<file path="src/rtl/hsvv_pkg.sv">
`default_nettype none

package hsvv_pkg;

   localparam int RADIUS_PIX  = 8;
   localparam int RADIUS_SQ   = RADIUS_PIX * RADIUS_PIX;
   localparam int NUM_COLOURS = 6;
   localparam int NUM_BOXES   = 8;
   localparam int BOX_W       = 48;
   localparam int CSR_IDX_W   = 3;
   localparam int COUNT_W     = 10;
   localparam int COLOUR_W    = 3;
   localparam int DIV_STEPS   = 8;
   localparam int DIV_STEP_W  = 3;

   localparam logic [COUNT_W-1:0] COUNT_MAX = '1;

   // register indexes
   localparam logic [CSR_IDX_W-1:0] BOX_WHITE    = 3'd0;
   localparam logic [CSR_IDX_W-1:0] BOX_RED_A    = 3'd1;
   localparam logic [CSR_IDX_W-1:0] BOX_RED_B    = 3'd2;
   localparam logic [CSR_IDX_W-1:0] BOX_BLUE     = 3'd3;
   localparam logic [CSR_IDX_W-1:0] BOX_GREEN    = 3'd4;
   localparam logic [CSR_IDX_W-1:0] BOX_ORANGE_A = 3'd5;
   localparam logic [CSR_IDX_W-1:0] BOX_ORANGE_B = 3'd6;
   localparam logic [CSR_IDX_W-1:0] BOX_YELLOW   = 3'd7;

   // colour codes
   localparam logic [COLOUR_W-1:0] COL_BLUE   = 3'd0;
   localparam logic [COLOUR_W-1:0] COL_GREEN  = 3'd1;
   localparam logic [COLOUR_W-1:0] COL_ORANGE = 3'd2;
   localparam logic [COLOUR_W-1:0] COL_RED    = 3'd3;
   localparam logic [COLOUR_W-1:0] COL_WHITE  = 3'd4;
   localparam logic [COLOUR_W-1:0] COL_YELLOW = 3'd5;

   typedef enum logic [3:0] {
      ST_IDLE,
      ST_PREP,
      ST_SAT_GO,
      ST_SAT_WAIT,
      ST_HUE_GO,
      ST_HUE_WAIT,
      ST_COUNT,
      ST_VOTE,
      ST_EMIT
   } state_type;

   typedef struct packed {
      logic load;
      logic prep;
      logic div_start;
      logic div_hue;
      logic sat_latch;
      logic hue_latch;
      logic count;
      logic vote_init;
      logic vote_step;
      logic emit;
   } dp_cmd_type;

   typedef struct packed {
      logic div_done;
      logic last_pixel;
      logic vote_last;
      logic out_free;
   } dp_status_type;

   function automatic logic in_box(input logic [BOX_W-1:0] box,
                                   input logic [7:0] h,
                                   input logic [7:0] s,
                                   input logic [7:0] v);
      logic ok_h;
      logic ok_s;
      logic ok_v;
      ok_h = (h >= box[7:0])   && (h <= box[31:24]);
      ok_s = (s >= box[15:8])  && (s <= box[39:32]);
      ok_v = (v >= box[23:16]) && (v <= box[47:40]);
      return ok_h && ok_s && ok_v;
   endfunction

endpackage

`default_nettype wire

</file>
<file path="src/rtl/hsvv_div.sv">
`default_nettype none

module hsvv_div
   import hsvv_pkg::*;
(
   input  logic        clock,
   input  logic        reset,
   input  logic        start,
   input  logic [16:0] dividend,
   input  logic [8:0]  divisor,
   output logic [7:0]  quotient,
   output logic        done
);

   logic [16:0]           rem_ff;
   logic [15:0]           dsr_ff;
   logic [7:0]            quo_ff;
   logic [DIV_STEP_W-1:0] step_ff;
   logic                  busy_ff;
   logic                  done_ff;
   logic                  fits;

   // quotient is known to stay below 256, so eight restoring steps suffice
   assign fits = rem_ff >= {1'b0, dsr_ff};

   always_ff @(posedge clock) begin
      if (reset) begin
         busy_ff <= 1'b0;
         done_ff <= 1'b0;
         step_ff <= '0;
      end else begin
         done_ff <= 1'b0;
         if (start) begin
            busy_ff <= 1'b1;
            step_ff <= '0;
         end else if (busy_ff) begin
            step_ff <= step_ff + 1'b1;
            if (step_ff == DIV_STEP_W'(DIV_STEPS - 1)) begin
               busy_ff <= 1'b0;
               done_ff <= 1'b1;
            end
         end
      end
   end

   always_ff @(posedge clock) begin
      if (start) begin
         rem_ff <= dividend;
         dsr_ff <= {divisor, 7'd0};
         quo_ff <= '0;
      end else if (busy_ff) begin
         rem_ff <= fits ? (rem_ff - {1'b0, dsr_ff}) : rem_ff;
         dsr_ff <= dsr_ff >> 1;
         quo_ff <= {quo_ff[6:0], fits};
      end
   end

   assign quotient = quo_ff;
   assign done     = done_ff;

   a_no_restart: assert property (@(posedge clock) disable iff (reset)
      start |-> !busy_ff)
      else $error("divider restarted while busy");

   a_done_after_busy: assert property (@(posedge clock) disable iff (reset)
      done_ff |-> $past(busy_ff))
      else $error("divider done without a run");

endmodule

`default_nettype wire

</file>
<file path="src/rtl/hsvv_dp.sv">
`default_nettype none

module hsvv_dp
   import hsvv_pkg::*;
(
   input  logic                 clock,
   input  logic                 reset,
   input  logic [7:0]           pix_blue,
   input  logic [7:0]           pix_green,
   input  logic [7:0]           pix_red,
   input  logic signed [4:0]    off_x,
   input  logic signed [4:0]    off_y,
   input  logic                 pix_last,
   input  logic                 csr_wr_en,
   input  logic [CSR_IDX_W-1:0] csr_index,
   input  logic [BOX_W-1:0]     csr_wdata,
   input  dp_cmd_type           cmd,
   output dp_status_type        status,
   input  logic                 rsp_tready,
   output logic                 rsp_valid,
   output logic [COLOUR_W-1:0]  rsp_colour,
   output logic [COUNT_W-1:0]   rsp_count
);

   logic [7:0]        b_ff, g_ff, r_ff;
   logic signed [4:0] dx_ff, dy_ff;
   logic              last_ff;

   logic [7:0]         v_ff, d_ff;
   logic signed [11:0] n_ff;
   logic               circ_ff;
   logic [7:0]         sat_ff, hue_ff;

   logic [BOX_W-1:0]   box_ff [NUM_BOXES];
   logic [COUNT_W-1:0] cnt_ff [NUM_COLOURS];
   logic [COUNT_W-1:0] cnt_in [NUM_COLOURS];

   logic [COUNT_W-1:0]  best_ff;
   logic [COLOUR_W-1:0] bidx_ff;
   logic [COLOUR_W-1:0] vidx_ff;

   logic                rsp_valid_ff;
   logic [COLOUR_W-1:0] rsp_colour_ff;
   logic [COUNT_W-1:0]  rsp_count_ff;

   // HSV front end
   logic [7:0]         vmax_in, vmin_in, d_in;
   logic signed [11:0] b12, g12, r12, d12, n_in;
   logic signed [9:0]  dx_sq, dy_sq;
   logic [10:0]        circ_sum;

   always_comb begin
      vmax_in = b_ff;
      if (g_ff > vmax_in) vmax_in = g_ff;
      if (r_ff > vmax_in) vmax_in = r_ff;
      vmin_in = b_ff;
      if (g_ff < vmin_in) vmin_in = g_ff;
      if (r_ff < vmin_in) vmin_in = r_ff;
      d_in = vmax_in - vmin_in;
      b12  = $signed({4'd0, b_ff});
      g12  = $signed({4'd0, g_ff});
      r12  = $signed({4'd0, r_ff});
      d12  = $signed({4'd0, d_in});
      if (vmax_in == r_ff) begin
         n_in = g12 - b12;
      end else if (vmax_in == g_ff) begin
         n_in = b12 - r12 + (d12 <<< 1);
      end else begin
         n_in = r12 - g12 + (d12 <<< 2);
      end
   end

   assign dx_sq    = dx_ff * dx_ff;
   assign dy_sq    = dy_ff * dy_ff;
   assign circ_sum = {1'b0, dx_sq} + {1'b0, dy_sq};

   // divider operands
   logic [16:0]        sat_num, hue_num, div_num;
   logic [8:0]         div_den;
   logic signed [17:0] d18, hue_x, hue_wrap;
   logic [7:0]         quo;
   logic               div_done;

   assign d18      = $signed({10'd0, d_ff});
   assign sat_num  = ({9'd0, d_ff} * 17'd255) + {10'd0, v_ff[7:1]};
   assign hue_x    = (18'(n_ff) * 18'sd60) + d18;
   assign hue_wrap = hue_x + (d18 * 18'sd360);
   assign hue_num  = hue_x[17] ? hue_wrap[16:0] : hue_x[16:0];
   assign div_num  = cmd.div_hue ? hue_num : sat_num;
   assign div_den  = cmd.div_hue ? {d_ff, 1'b0} : {1'b0, v_ff};

   hsvv_div u_div (
      .clock    (clock),
      .reset    (reset),
      .start    (cmd.div_start),
      .dividend (div_num),
      .divisor  (div_den),
      .quotient (quo),
      .done     (div_done)
   );

   always_ff @(posedge clock) begin
      if (cmd.load) begin
         b_ff    <= pix_blue;
         g_ff    <= pix_green;
         r_ff    <= pix_red;
         dx_ff   <= off_x;
         dy_ff   <= off_y;
         last_ff <= pix_last;
      end
      if (cmd.prep) begin
         v_ff    <= vmax_in;
         d_ff    <= d_in;
         n_ff    <= n_in;
         circ_ff <= (circ_sum <= 11'(RADIUS_SQ));
      end
      if (cmd.sat_latch) sat_ff <= (v_ff == 8'd0) ? 8'd0 : quo;
      if (cmd.hue_latch) hue_ff <= (d_ff == 8'd0) ? 8'd0 : quo;
   end

   // box registers
   always_ff @(posedge clock) begin
      if (reset) begin
         for (int i = 0; i < NUM_BOXES; i++) box_ff[i] <= '0;
      end else if (csr_wr_en) begin
         box_ff[csr_index] <= csr_wdata;
      end
   end

   // colour masks and counters
   logic [NUM_COLOURS-1:0] mask;

   always_comb begin
      mask[COL_BLUE]   = in_box(box_ff[BOX_BLUE], hue_ff, sat_ff, v_ff);
      mask[COL_GREEN]  = in_box(box_ff[BOX_GREEN], hue_ff, sat_ff, v_ff);
      mask[COL_ORANGE] = in_box(box_ff[BOX_ORANGE_A], hue_ff, sat_ff, v_ff)
                      || in_box(box_ff[BOX_ORANGE_B], hue_ff, sat_ff, v_ff);
      mask[COL_RED]    = in_box(box_ff[BOX_RED_A], hue_ff, sat_ff, v_ff)
                      || in_box(box_ff[BOX_RED_B], hue_ff, sat_ff, v_ff);
      mask[COL_WHITE]  = in_box(box_ff[BOX_WHITE], hue_ff, sat_ff, v_ff);
      mask[COL_YELLOW] = in_box(box_ff[BOX_YELLOW], hue_ff, sat_ff, v_ff);
   end

   always_comb begin
      for (int i = 0; i < NUM_COLOURS; i++) begin
         cnt_in[i] = cnt_ff[i];
         if (cmd.emit) begin
            cnt_in[i] = '0;
         end else if (cmd.count && circ_ff && mask[i] && (cnt_ff[i] != COUNT_MAX)) begin
            cnt_in[i] = cnt_ff[i] + 1'b1;
         end
      end
   end

   always_ff @(posedge clock) begin
      if (reset) begin
         for (int i = 0; i < NUM_COLOURS; i++) cnt_ff[i] <= '0;
      end else begin
         for (int i = 0; i < NUM_COLOURS; i++) cnt_ff[i] <= cnt_in[i];
      end
   end

   // vote sweep, one counter per cycle
   logic [COUNT_W-1:0] vote_cur;

   assign vote_cur = (vidx_ff < COLOUR_W'(NUM_COLOURS)) ? cnt_ff[vidx_ff] : '0;

   always_ff @(posedge clock) begin
      if (reset) begin
         vidx_ff <= '0;
      end else if (cmd.vote_init) begin
         vidx_ff <= '0;
      end else if (cmd.vote_step) begin
         vidx_ff <= vidx_ff + 1'b1;
      end
   end

   always_ff @(posedge clock) begin
      if (cmd.vote_init) begin
         best_ff <= '0;
         bidx_ff <= COL_BLUE;
      end else if (cmd.vote_step && (vote_cur > best_ff)) begin
         best_ff <= vote_cur;
         bidx_ff <= vidx_ff;
      end
   end

   // output register
   always_ff @(posedge clock) begin
      if (reset) begin
         rsp_valid_ff <= 1'b0;
      end else if (cmd.emit) begin
         rsp_valid_ff <= 1'b1;
      end else if (rsp_tready) begin
         rsp_valid_ff <= 1'b0;
      end
   end

   always_ff @(posedge clock) begin
      if (cmd.emit) begin
         rsp_colour_ff <= bidx_ff;
         rsp_count_ff  <= best_ff;
      end
   end

   assign rsp_valid  = rsp_valid_ff;
   assign rsp_colour = rsp_colour_ff;
   assign rsp_count  = rsp_count_ff;

   assign status.div_done   = div_done;
   assign status.last_pixel = last_ff;
   assign status.vote_last  = (vidx_ff == COLOUR_W'(NUM_COLOURS - 1));
   assign status.out_free   = !rsp_valid_ff || rsp_tready;

   logic cnt_all_zero;

   always_comb begin
      cnt_all_zero = 1'b1;
      for (int i = 0; i < NUM_COLOURS; i++) begin
         if (cnt_ff[i] != '0) cnt_all_zero = 1'b0;
      end
   end

   a_emit_slot_free: assert property (@(posedge clock) disable iff (reset)
      cmd.emit |-> (!rsp_valid_ff || rsp_tready))
      else $error("result written over a pending transfer");

   a_clear_after_emit: assert property (@(posedge clock) disable iff (reset)
      cmd.emit |=> cnt_all_zero)
      else $error("counters not cleared after result");

   a_vote_in_range: assert property (@(posedge clock) disable iff (reset)
      cmd.vote_step |-> (vidx_ff < COLOUR_W'(NUM_COLOURS)))
      else $error("vote sweep past last counter");

endmodule

`default_nettype wire

</file>
<file path="src/rtl/hsvv_ctrl.sv">
`default_nettype none

module hsvv_ctrl
   import hsvv_pkg::*;
(
   input  logic          clock,
   input  logic          reset,
   input  logic          req_tvalid,
   output logic          req_tready,
   input  dp_status_type status,
   output dp_cmd_type    cmd
);

   state_type state_ff;
   state_type state_in;

   always_ff @(posedge clock) begin
      if (reset) begin
         state_ff <= ST_IDLE;
      end else begin
         state_ff <= state_in;
      end
   end

   always_comb begin
      state_in   = state_ff;
      cmd        = '0;
      req_tready = 1'b0;
      case (state_ff)
         ST_IDLE: begin
            req_tready = 1'b1;
            if (req_tvalid) begin
               cmd.load = 1'b1;
               state_in = ST_PREP;
            end
         end
         ST_PREP: begin
            cmd.prep = 1'b1;
            state_in = ST_SAT_GO;
         end
         ST_SAT_GO: begin
            cmd.div_start = 1'b1;
            state_in      = ST_SAT_WAIT;
         end
         ST_SAT_WAIT: begin
            if (status.div_done) begin
               cmd.sat_latch = 1'b1;
               state_in      = ST_HUE_GO;
            end
         end
         ST_HUE_GO: begin
            cmd.div_start = 1'b1;
            cmd.div_hue   = 1'b1;
            state_in      = ST_HUE_WAIT;
         end
         ST_HUE_WAIT: begin
            if (status.div_done) begin
               cmd.hue_latch = 1'b1;
               state_in      = ST_COUNT;
            end
         end
         ST_COUNT: begin
            cmd.count = 1'b1;
            if (status.last_pixel) begin
               cmd.vote_init = 1'b1;
               state_in      = ST_VOTE;
            end else begin
               state_in = ST_IDLE;
            end
         end
         ST_VOTE: begin
            cmd.vote_step = 1'b1;
            if (status.vote_last) state_in = ST_EMIT;
         end
         ST_EMIT: begin
            if (status.out_free) begin
               cmd.emit = 1'b1;
               state_in = ST_IDLE;
            end
         end
         default: begin
            state_in = ST_IDLE;
         end
      endcase
   end

endmodule

`default_nettype wire

</file>
<file path="src/rtl/hsv_region_color_vote_core.sv">
`default_nettype none

// channel  dir  ports                          payload
// req      in   req_tvalid/tready/tdata/tlast  one pixel, tlast = last of window
// rsp      out  rsp_tvalid/tready/tdata        winning colour and its count
// csr      in   csr_wr_en/index/wdata          HSV box registers 0..7
//
// A pixel goes through load, prep, then two 8-step runs of the shared
// restoring divider (saturation, hue), each with a start and a wait for done,
// then the count step. The last pixel of a window adds a vote sweep over
// the six counters and the loading of the result register.
// Reset clears box registers, counters and control; no clearing pass.
// A pending result stalls the block only at the point of loading the next one.

module hsv_region_color_vote_core
   import hsvv_pkg::*;
(
   input  logic                 clock,
   input  logic                 reset,
   input  logic                 req_tvalid,
   output logic                 req_tready,
   // [7:0] pixel_blue, [15:8] pixel_green, [23:16] pixel_red,
   // [28:24] offset_x, [33:29] offset_y, [39:34] zero
   input  logic [39:0]          req_tdata,
   input  logic                 req_tlast,
   output logic                 rsp_tvalid,
   input  logic                 rsp_tready,
   // [2:0] colour_index, [12:3] winning_count, [15:13] zero
   output logic [15:0]          rsp_tdata,
   input  logic                 csr_wr_en,
   input  logic [CSR_IDX_W-1:0] csr_index,
   input  logic [BOX_W-1:0]     csr_wdata
);

   dp_cmd_type          cmd;
   dp_status_type       status;
   logic [COLOUR_W-1:0] rsp_colour;
   logic [COUNT_W-1:0]  rsp_count;

   hsvv_ctrl u_ctrl (
      .clock      (clock),
      .reset      (reset),
      .req_tvalid (req_tvalid),
      .req_tready (req_tready),
      .status     (status),
      .cmd        (cmd)
   );

   hsvv_dp u_dp (
      .clock      (clock),
      .reset      (reset),
      .pix_blue   (req_tdata[7:0]),
      .pix_green  (req_tdata[15:8]),
      .pix_red    (req_tdata[23:16]),
      .off_x      ($signed(req_tdata[28:24])),
      .off_y      ($signed(req_tdata[33:29])),
      .pix_last   (req_tlast),
      .csr_wr_en  (csr_wr_en),
      .csr_index  (csr_index),
      .csr_wdata  (csr_wdata),
      .cmd        (cmd),
      .status     (status),
      .rsp_tready (rsp_tready),
      .rsp_valid  (rsp_tvalid),
      .rsp_colour (rsp_colour),
      .rsp_count  (rsp_count)
   );

   assign rsp_tdata = {3'd0, rsp_count, rsp_colour};

endmodule

`default_nettype wire
</file>
<file path="config.mk">
export PLATFORM = sky130hd
export DESIGN_NAME = hsv_region_color_vote_core
export DESIGN_NICKNAME = d
export VERILOG_FILES = /design/src/rtl/hsvv_pkg.sv /design/src/rtl/hsvv_div.sv /design/src/rtl/hsvv_dp.sv /design/src/rtl/hsvv_ctrl.sv /design/src/rtl/hsv_region_color_vote_core.sv
export SDC_FILE = /design/constraint.sdc
export NUM_CORES = 2
export LEC_CHECK = 0
export ABC_AREA = 1
export BUFFER_PORTS_ARGS = -buffer_cell sky130_fd_sc_hd__buf_2
export CORE_UTILIZATION = 60
export DETAILED_ROUTE_END_ITERATION = 6
export PLACE_DENSITY = 0.77
export RECOVER_POWER = 25
export SYNTH_ARGS = -nofsm -noshare
export SYNTH_HDL_FRONTEND = slang
export SYNTH_SLANG_ARGS = --single-unit
</file>
<file path="constraint.sdc">
create_clock -name clock -period 14.7 [get_ports clock]
set_clock_uncertainty 0.1 [all_clocks]
set_input_delay 2.205 -clock clock [delete_from_list [all_inputs] [get_ports clock]]
set_output_delay 2.205 -clock clock [all_outputs]
set_load 0.02 [all_outputs]
</file>
==> key figures <==
Route
  – TritonRoute pass-1 iters: 6
  – Initial DRC count: 2,217
  – Vias: 32,332
  – DRT Wirelength: 99,200 um
  – Wire per inst: 17.0 um
  – Number of vias per cell: 5.53
  – Post-route ant nets: 0
  – DRC viols: 0

Critical path
  – Reg2Reg Depth: 39
  – Reg2reg end: u_dp.n_ff[10]
  – Crit Path Class: in2reg
  – Setup crit end: u_dp.box_ff[3][39]
  – Critical Path Source Type: primary input
  – WP data required: 14.89 ns
  – Worst reg2reg setup slack: 7.80 ns
  – Worst flop-to-flop path startpoint: u_dp.g_ff[4]
  – CP max FO: 49
  – CP Data Arrival Time: 7.37 ns
  – Critical Path Start: reset
  – Crit end category: register

Placed design
  – GP Congestion: 0.928
  – Detailed Place HPWL: 69,500 um
  – Placed insts: 5,726
  – Placed cell area: 44,500 um^2
  – PortBufs: 105

Timing
  – Final setup viols: 0
  – Final cycle utilization of the critical path: 48.9%
  – Max-slew violation count: 309
  – Worst-Margin Slew: 3.00 ns
  – Worst slew margin: -100%
  – Hold Violations, Final: 0
  – Post-route setup TNS: 0 ns
  – Min cycle time layout: 7.18 ns
  – Fmax: 139 MHz
  – RSZ-0062 raised after global routing: false

Die
  – Die height: 269 um
  – I/O Pins: 115
  – Starting density of the core: 60.9%
  – Die Span X: 269 um
  – Rows: 97
  – Die area: 72,300 um^2
  – Core Region: 70,300 um^2

Synth
  – Synth Flop Type: edfxtp_1
  – Syn avg cell area: 9.05 um^2
  – Post-synth ARST share: 0%
  – Cell variety after synth: 68
  – Syn Inst Count: 4,724
  – Synth area leader: edfxtp_1
  – Sequential fraction of the synthesis area: 40.2%
  – #FFs+latches synth: 607
  – Synth area leaders: edfxtp_1 (35%), ha_1 (18%), inv_1 (8.7%), nor2_1 (5.1%), dfxtp_1 (4.9%)
  – Synth Cell Area: 42,800 um^2
  – Synth Warn #: 0
  – Yosys top cell area share: 35.3%
  – Post-synth EDFFs: 503

GRT
  – Vias in the first global route: 31,621
  – Antenna violations before repair: 4
  – All-Layer GR Usage: 28.0%
  – First-pass GRT wire length: 158,000 um
  – Grt ovf: 0
  – Largest net degree at the start of global routing: 50

Clock tree
  – Post-CTS setup buffer count: 0
  – CTS HTree Levels: 3
  – Cts repair resizes: 0
  – Max Root-Sink Buffers: 3
  – Clk Latency, worst-skew pair: 0.63 ns
  – Root Buffer Master: clkbuf_16
  – Number of CTS-inserted buffers: 68
  – Cts hold-fix bufs: 0
  – CTS clk-pin slew, worst paths: 0.07 ns
  – Clk sinks: 607
  – CTS tree: built

Layout
  – Final Util: 66.4%
  – ANT cells: 0
  – Cell Count, Final, Fillers Out: 5,849
  – Syn-to-layout area delta: 9.06%
  – Fin area: 46,600 um^2
  – Commonest cells after routing, fill and taps aside: inv_1 (992), ha_1 (627), nor2_1 (580), edfxtp_1 (503), nand2_1 (468)
  – # nets final: 5,681
  – Layout cell share with drive strength beyond 1: 6.07%
  – Fill cell count: 5,498
  – Commonest non-fill, non-tap cell in the layout: inv_1

Min path
  – Worst Hold Class: reg2reg

Job
  – Max cap viols: 7

Outcome
  – Failing checks: max-capacitance violations, max-slew violations
  – Outcome: finished, violations left
[Yosys cell counts, types with 64 or more instances]
library cell,count
clkbuf_1,64
fa_1,101
a21oi_1,369
ha_1,627
edfxtp_1,503
inv_1,992
xor2_1,78
dfxtp_1,104
o21ai_0,232
nand2_1,484
nand3_1,102
nor2_1,581
[area by class of cell]
class                           instances  area, um^2  share of cell area, %
Multi-Input combinational cell       3036       21500                   46.2
Sequential cell                       607       17200                   36.9
Inverter                             1001        3760                   8.06
Clock buffer                           89        1860                   3.98
Tap cell                              940        1180                   2.52
Timing Repair Buffer                  142         738                   1.58
Clock inverter                         34         398                  0.853
[registers in the layout, summed over array words and instances, names as in the netlist, 8 cells and up, named ones only]
register,cells
u_dp.cnt_ff,60
u_dp.n_ff,12
u_dp.u_div.quotient,8
u_dp.u_div.rem_ff,17
u_dp.box_ff,384
u_dp.d_ff,8
u_dp.v_ff,8
u_dp.rsp_count,10
u_dp.b_ff,8
u_dp.hue_ff,8
u_dp.r_ff,8
u_dp.best_ff,10
u_dp.g_ff,8
u_dp.sat_ff,8
u_dp.u_div.dsr_ff,16
[stage by stage]
stage	hold slack [ns]	worst slack (ns)
after floorplan	0.303	8.93
after global placement	0.314	7.88
after detailed placement	0.315	7.87
after CTS	0.327	7.83
after global routing	0.332	7.18
final	0.329	7.52
[how the worst min path moves through the flow]
stage / from / end / slack, ns / cells after the start
floorplan: u_dp.bidx_ff[0] / u_dp.rsp_colour[0] / 0.30 / 0
global placement: u_dp.bidx_ff[1] / u_dp.rsp_colour[1] / 0.31 / 0
detailed placement: u_dp.bidx_ff[1] / u_dp.rsp_colour[1] / 0.32 / 0
CTS: u_dp.best_ff[8] / u_dp.rsp_count[8] / 0.33 / 0
global route: u_dp.best_ff[8] / u_dp.rsp_count[8] / 0.33 / 0
finish: u_dp.best_ff[8] / u_dp.rsp_count[8] / 0.33 / 0
[cell families after synthesis]
| family | share of synthesized area [%] |
|---|---|
| AO/OA/AOI/OAI | 11.3 |
| XOR/XNOR | 2.52 |
| buffers and inverters | 9.60 |
| AND/OR/NAND/NOR | 13.3 |
| other | 0.0176 |
| adder cells (fa/ha/maj) | 23.1 |
| flip-flops | 40.2 |
[routing by layer]
layer	share of wire [%]	track usage, %	vias to the layer above
met5	0.036	0	-
met3	6.4	3.64	248
li1	-	-	15921
met1	41	35.0	15206
met4	4.1	12.0	6
met2	48	48.6	951
[worst max-delay path: stages]
cell and delay (ns):
clkbuf_1 0.15, inv_1 0.44, nand2_1 0.51, nor2_1 0.20, nand2_2 0.09, clkbuf_1 2.11, nand2_2 1.00, buf_4 0.61
Power is not shown: default switching activity piles up to over one toggle a cycle in this logic, so the estimate is an artifact.
